<file path="src/rtl/core/four_voice_wavetable_mixer_macros.svh">
// Assertion macros for the mixer RTL, included by fvwm_ctrl.
// Each macro expects aclk and aresetn in scope.
`ifndef FOUR_VOICE_WAVETABLE_MIXER_MACROS_SVH
`define FOUR_VOICE_WAVETABLE_MIXER_MACROS_SVH

// same-cycle implication
`define FVWM_ASSERT_NOW(lbl, ante, cons) \
    lbl: assert property (@(posedge aclk) disable iff (!aresetn) (ante) |-> (cons)) \
        else $error("fvwm check failed");

// next-cycle implication
`define FVWM_ASSERT_NEXT(lbl, ante, cons) \
    lbl: assert property (@(posedge aclk) disable iff (!aresetn) (ante) |=> (cons)) \
        else $error("fvwm check failed");

`endif

</file>
<file path="src/rtl/core/fvwm_pkg.sv">
// Shared constants, codes and control/status structs for the wavetable mixer.
// No dependencies.
package fvwm_pkg;

    localparam int VOICE_COUNT  = 4;
    localparam int WAVE_ENTRIES = 256;
    localparam int VIDX_W       = (VOICE_COUNT > 1) ? $clog2(VOICE_COUNT) : 1;
    localparam int WADDR_W      = VIDX_W + 8;
    localparam int WAVE_DEPTH   = VOICE_COUNT * WAVE_ENTRIES;

    localparam logic [15:0] SAMPLE_RATE_RESET = 16'd24585;
    localparam logic [14:0] REF_HZ            = 15'd22255;
    localparam logic [19:0] TONE_BASE         = 20'd783360;
    // x/60 as ((x>>2) * ceil(2^30/15)) >> 30, exact for 28-bit x
    localparam logic [26:0] LEN_RECIP         = 27'd71582789;

    // iterative divider geometry
    localparam int DIVIDEND_W = 52;
    localparam int DIVISOR_W  = 32;
    localparam int DCNT_W     = $clog2(DIVIDEND_W);

    localparam int S_TDATA_W = 96;

    localparam logic [1:0] CMD_RENDER = 2'd0;
    localparam logic [1:0] CMD_WAVE   = 2'd1;
    localparam logic [1:0] CMD_RATE   = 2'd2;
    localparam logic [1:0] CMD_TONE   = 2'd3;

    localparam logic [1:0] DK_VOICE = 2'd0;
    localparam logic [1:0] DK_TONE  = 2'd1;

    typedef struct packed {
        logic       load;
        logic       wave_wr;
        logic       div_start;
        logic [1:0] div_kind;
        logic       vstep_wr;
        logic       tstep_wr;
        logic       tlen_wr;
        logic       tone_stop;
        logic       acc_clear;
        logic       rd_issue;
        logic       acc_add;
        logic       out_load;
    } fvwm_cmd_t;

    typedef struct packed {
        logic [1:0] cmd;
        logic       skip;
        logic       div_done;
        logic       vidx_last;
    } fvwm_stat_t;

endpackage

</file>
<file path="src/rtl/core/fvwm_ctrl.sv">
// Mixer sequencer: handshakes, request decode and step sequencing.
// Depends on fvwm_pkg and the assertion macro header.
module fvwm_ctrl (
    input  logic                 aclk,
    input  logic                 aresetn,
    input  logic                 s_tvalid,
    output logic                 s_tready,
    output logic                 m_tvalid,
    input  logic                 m_tready,
    input  fvwm_pkg::fvwm_stat_t stat,
    output fvwm_pkg::fvwm_cmd_t  cmd
);
    import fvwm_pkg::*;

    localparam logic [2:0] S_IDLE = 3'd0;
    localparam logic [2:0] S_DEC  = 3'd1;
    localparam logic [2:0] S_DIV  = 3'd2;
    localparam logic [2:0] S_RD   = 3'd4;
    localparam logic [2:0] S_ACC  = 3'd5;
    localparam logic [2:0] S_OUT  = 3'd6;

    logic [2:0] state_reg;
    logic [2:0] state_next;
    logic       mvalid_reg;
    logic       mvalid_next;

    assign s_tready = state_reg == S_IDLE;
    assign m_tvalid = mvalid_reg;

    always_comb begin
        cmd        = '0;
        state_next = state_reg;
        case (state_reg)
            S_IDLE: begin
                if (s_tvalid) begin
                    cmd.load   = 1'b1;
                    state_next = S_DEC;
                end
            end
            S_DEC: begin
                case (stat.cmd)
                    CMD_RENDER: begin
                        cmd.acc_clear = 1'b1;
                        state_next    = S_RD;
                    end
                    CMD_WAVE: begin
                        cmd.wave_wr = 1'b1;
                        state_next  = S_IDLE;
                    end
                    CMD_RATE: begin
                        if (stat.skip) begin
                            cmd.vstep_wr = 1'b1;
                            state_next   = S_IDLE;
                        end else begin
                            cmd.div_start = 1'b1;
                            cmd.div_kind  = DK_VOICE;
                            state_next    = S_DIV;
                        end
                    end
                    CMD_TONE: begin
                        if (stat.skip) begin
                            cmd.tone_stop = 1'b1;
                            state_next    = S_IDLE;
                        end else begin
                            cmd.div_start = 1'b1;
                            cmd.div_kind  = DK_TONE;
                            state_next    = S_DIV;
                        end
                    end
                    default: state_next = S_IDLE;
                endcase
            end
            S_DIV: begin
                if (stat.div_done) begin
                    if (stat.cmd == CMD_RATE) begin
                        cmd.vstep_wr = 1'b1;
                        state_next   = S_IDLE;
                    end else begin
                        // step from the divider, length from the reciprocal multiply
                        cmd.tstep_wr = 1'b1;
                        cmd.tlen_wr  = 1'b1;
                        state_next   = S_IDLE;
                    end
                end
            end
            S_RD: begin
                cmd.rd_issue = 1'b1;
                state_next   = S_ACC;
            end
            S_ACC: begin
                cmd.acc_add = 1'b1;
                state_next  = stat.vidx_last ? S_OUT : S_RD;
            end
            S_OUT: begin
                if (!mvalid_reg || m_tready) begin
                    cmd.out_load = 1'b1;
                    state_next   = S_IDLE;
                end
            end
            default: state_next = S_IDLE;
        endcase
    end

    always_comb begin
        mvalid_next = mvalid_reg;
        if (mvalid_reg && m_tready) begin
            mvalid_next = 1'b0;
        end
        if (cmd.out_load) begin
            mvalid_next = 1'b1;
        end
    end

    always_ff @(posedge aclk) begin
        if (!aresetn) begin
            state_reg  <= S_IDLE;
            mvalid_reg <= 1'b0;
        end else begin
            state_reg  <= state_next;
            mvalid_reg <= mvalid_next;
        end
    end

`include "four_voice_wavetable_mixer_macros.svh"

    `FVWM_ASSERT_NOW(a_done_when_waiting, stat.div_done, state_reg == S_DIV)
    `FVWM_ASSERT_NEXT(a_div_holds, state_reg == S_DIV && !stat.div_done, state_reg == S_DIV)
    `FVWM_ASSERT_NEXT(a_out_to_idle, cmd.out_load, state_reg == S_IDLE && mvalid_reg)
    `FVWM_ASSERT_NOW(a_no_result_overwrite, cmd.out_load && mvalid_reg, m_tready)

endmodule

</file>
<file path="config.mk">
export PLATFORM = sky130hd
export DESIGN_NAME = fvwm_ctrl
export DESIGN_NICKNAME = d
export VERILOG_FILES = /design/src/rtl/core/fvwm_pkg.sv /design/src/rtl/core/fvwm_ctrl.sv
export VERILOG_INCLUDE_DIRS = /design/src /design/src/rtl/core
export SDC_FILE = /design/constraint.sdc
export NUM_CORES = 1
export LEC_CHECK = 0
export BUFFER_PORTS_ARGS = -buffer_cell sky130_fd_sc_hd__buf_2
export CORE_AREA = 2 2 39 41
export CTS_BUF_LIST = sky130_fd_sc_hd__clkbuf_4 sky130_fd_sc_hd__clkbuf_8
export CTS_CLUSTER_SIZE = 20
export DETAILED_ROUTE_END_ITERATION = 10
export DIE_AREA = 0 0 41 43
export PLACE_DENSITY_LB_ADDON = 0.05
export SETUP_SLACK_MARGIN = 0.3
export SLEW_MARGIN = 20
export SYNTH_ARGS = -nofsm -noshare
export SYNTH_HDL_FRONTEND = slang
export SYNTH_SLANG_ARGS = --single-unit
</file>
<file path="constraint.sdc">
create_clock -name aclk -period 2.1 [get_ports aclk]
set_input_delay 0.105 -clock aclk [delete_from_list [all_inputs] [get_ports aclk]]
set_output_delay 0.105 -clock aclk [all_outputs]
set_load 0.005 [all_outputs]
</file>
==> results.md <==
- VDD IR max: 0.206 mV
- CTS Sinks: 4
- Largest net degree at the start of global routing: 14
- # nets final: 75
- Register share of total power: 38.9%
- Mean Syn Cell Area: 8.00 um^2
- Area of the core: 1380 um^2
- GRT Total Usage: 10.2%
- Initial drt markers: 4
- CTS root buf: clkbuf_4
- Sw Share: 23.2%
- Register area: 80.1 um^2
- Post-Syn Nets: 52
- Final Max Tran Viols: 0
- Pre-CTS WS: 858 ps
- Ports: 24
- Top_reg_cell synth: dfxtp_1
- Routed len/inst: 10.2 um
- Die area: 1760 um^2
- Number of synthesized register bits: 4
- Pwr dens: 463 nW/um^2
- Ant diodes: 0
- NetSw: 0.0506 mW
- Final period utilization: 70.0%
- Cell Area, Synth: 344 um^2
- Ranking of synthesized cells by area: dfxtp_1, nor3b_1, buf_4
- Final Hold Viols: 0
- Power share of the combinational group: 20.0%
- RSZ-0062 raised after global routing: no
- Largest register FFs: 3
- Crit. End Element: primary output
- Row cnt: 14
- Worst setup path class: reg -> out
- Post-CTS setup buffers: 0
- Min Tclk post-route: 1470 ps
- Final ANT Viol Nets: 0
- Share of cells above drive strength 1: 50.0%
- Vias per Instance: 4.39
- Placed Area: 447 um^2
- Clk slew on worst S/H paths: 30 ps
- Port bufs: 22
- Cell variety after synth: 25
- Worst hold stages: 2
- CTS tree: built
- Status: complete, no violations
- Post-synth top cells: dfxtp_1, nand2_1, nor3b_1, buf_4, nor3_1
- Initial Util: 24.9%
- Final worst slack: 630 ps
- WP data required: 2000 ps
- Setup tns final: 0 ps
- R2R depth: 2
- Top cell type by total area after synthesis: dfxtp_1
- Static Leak: 0.243 nW
- Initial antenna violation count: 0
- Syn Inst Count: 43
- P&R area growth vs syn: 36.4%
- Clock buffer depth: 2
- Worst-Skew Late Latency: 230 ps
- Async SR Flop Fraction: 0%
- Final HPWL DP: 649 um
- Area of the multi-input gates: 236 um^2
- Design area: 469 um^2
- Setup violations, final: 0
- Die height: 43 um
- Hold_buf cts: 0
- EDFF count, synth: 0
- Die X-Extent: 41 um
- Sequential share of the synthesized area: 23.3%
- Area share of the largest cell type after synthesis: 23.3%
- Total Wirelength: 815 um
- Worst setup SP type: flip-flop
- Total number of vias: 351
- Hold crit path type: in -> reg
- Ys Warns: 0
- Pwr Total: 0.217 mW
- Num CTS Buffers: 3
- GRT overflow: 0
- Max H-tree Level: 1
- # fillers: 158
- First-pass DRT Iterations: 4
- Clock power share: 41.1%
- First-pass GRT wire length: 1.31 mm
- CP Max Fanout: 13
- Max Fclk: 0.680 GHz
- Int Power: 0.167 mW
- Max Cap Viol: 0
- # DRC: 0
- PostCTS Resize Cnt: 0
- Placer Congestion: 0.662
- Vias in the first global route: 300
- Final Skew: 1.96 ps
- Worst path arrival time: 1370 ps
## stage by stage
step / cells / util (%) / hold slack [ps]
3_5_place_dp: 77 / 32.3 / 391
2_1_floorplan: 43 / - / 233
5_1_grt: 80 / 33.9 / 160
4_1_cts: 80 / 33.9 / 153
3_3_place_gp: 77 / 32.3 / 397
6_report: 80 / 33.9 / 158
## power by group through the flow
stage	Sequential (mW)	Combinational (mW)	Clock [mW]
final	0.0846	0.0434	0.0894
after global placement	0.0858	0.0443	0
after CTS	0.0845	0.0438	0.0948
after detailed placement	0.0857	0.0437	0
after floorplan	0.0832	0.0259	0
after global routing	0.0855	0.0490	0.0973
## layer usage
layer	vias up	part of all wire [%]	wire length [um]	GRT usage, %
met4	0	0	0	4.00
met3	0	11	91	1.57
li1	190	-	-	-
met2	17	40	323	13.1
met5	-	0	0	0
met1	144	49	400	16.4
## cell type report
cell class / instances / area share (%)
sequential: 4 / 17.1
multi-input combinational: 35 / 50.4
tap: 16 / 4.27
timing repair buffer: 22 / 23.5
clock buffer: 3 / 4.80
## worst max-delay path, cell delays in order (launching register included)
cell	delay (ps)
dfxtp_1	520
nor2_1	100
and3_2	230
and3_1	170
buf_2	120
## path summary, 6_finish.rpt
| check | from | endpoint | slack [ps] |
|---|---|---|---|
| worst max-delay path | state_reg[2]$_SDFFE_PN0P_ | cmd[4] | 630 |
| worst min register to register | m_tvalid$_SDFFE_PN0P_ | m_tvalid$_SDFFE_PN0P_ | 560 |
| worst min-delay path | aresetn | state_reg[2]$_SDFFE_PN0P_ | 160 |
| worst max register to register | state_reg[2]$_SDFFE_PN0P_ | state_reg[1]$_SDFFE_PN0P_ | 960 |
## cell families (layout without fill, tap and decap cells)
| logic type | count (synthesis) | count (layout) | share of synthesized area (%) |
|---|---|---|---|
| AOI/OAI and AO/OA | 5 | 5 | 10.2 |
| buffers and inverters | 4 | 25 | 8.00 |
| DFF | 4 | 4 | 23.3 |
| muxes | 1 | 1 | 3.27 |
| other | 1 | 1 | 1.09 |
| and+or+nand+nor | 28 | 28 | 54.2 |
## placed cells by master (no fill, tap or decap)
master     n
buf_2     22
nand2_1    4
nor3b_1    4
dfxtp_1    4
nor3_1     3
clkbuf_4   3
nand2b_1   2
and2b_2    2
and3_2     2
nor2b_1    2
nor2_1     2
nor2b_4    1
and2_2     1
and3b_1    1
a22oi_1    1
and4b_1    1
and3_1     1
and2_1     1
nor4b_1    1
a21boi_0   1
mux2_2     1
a21oi_1    1
o22ai_1    1
o31a_1     1
conb_1     1
(Power assumes the default switching activity.)
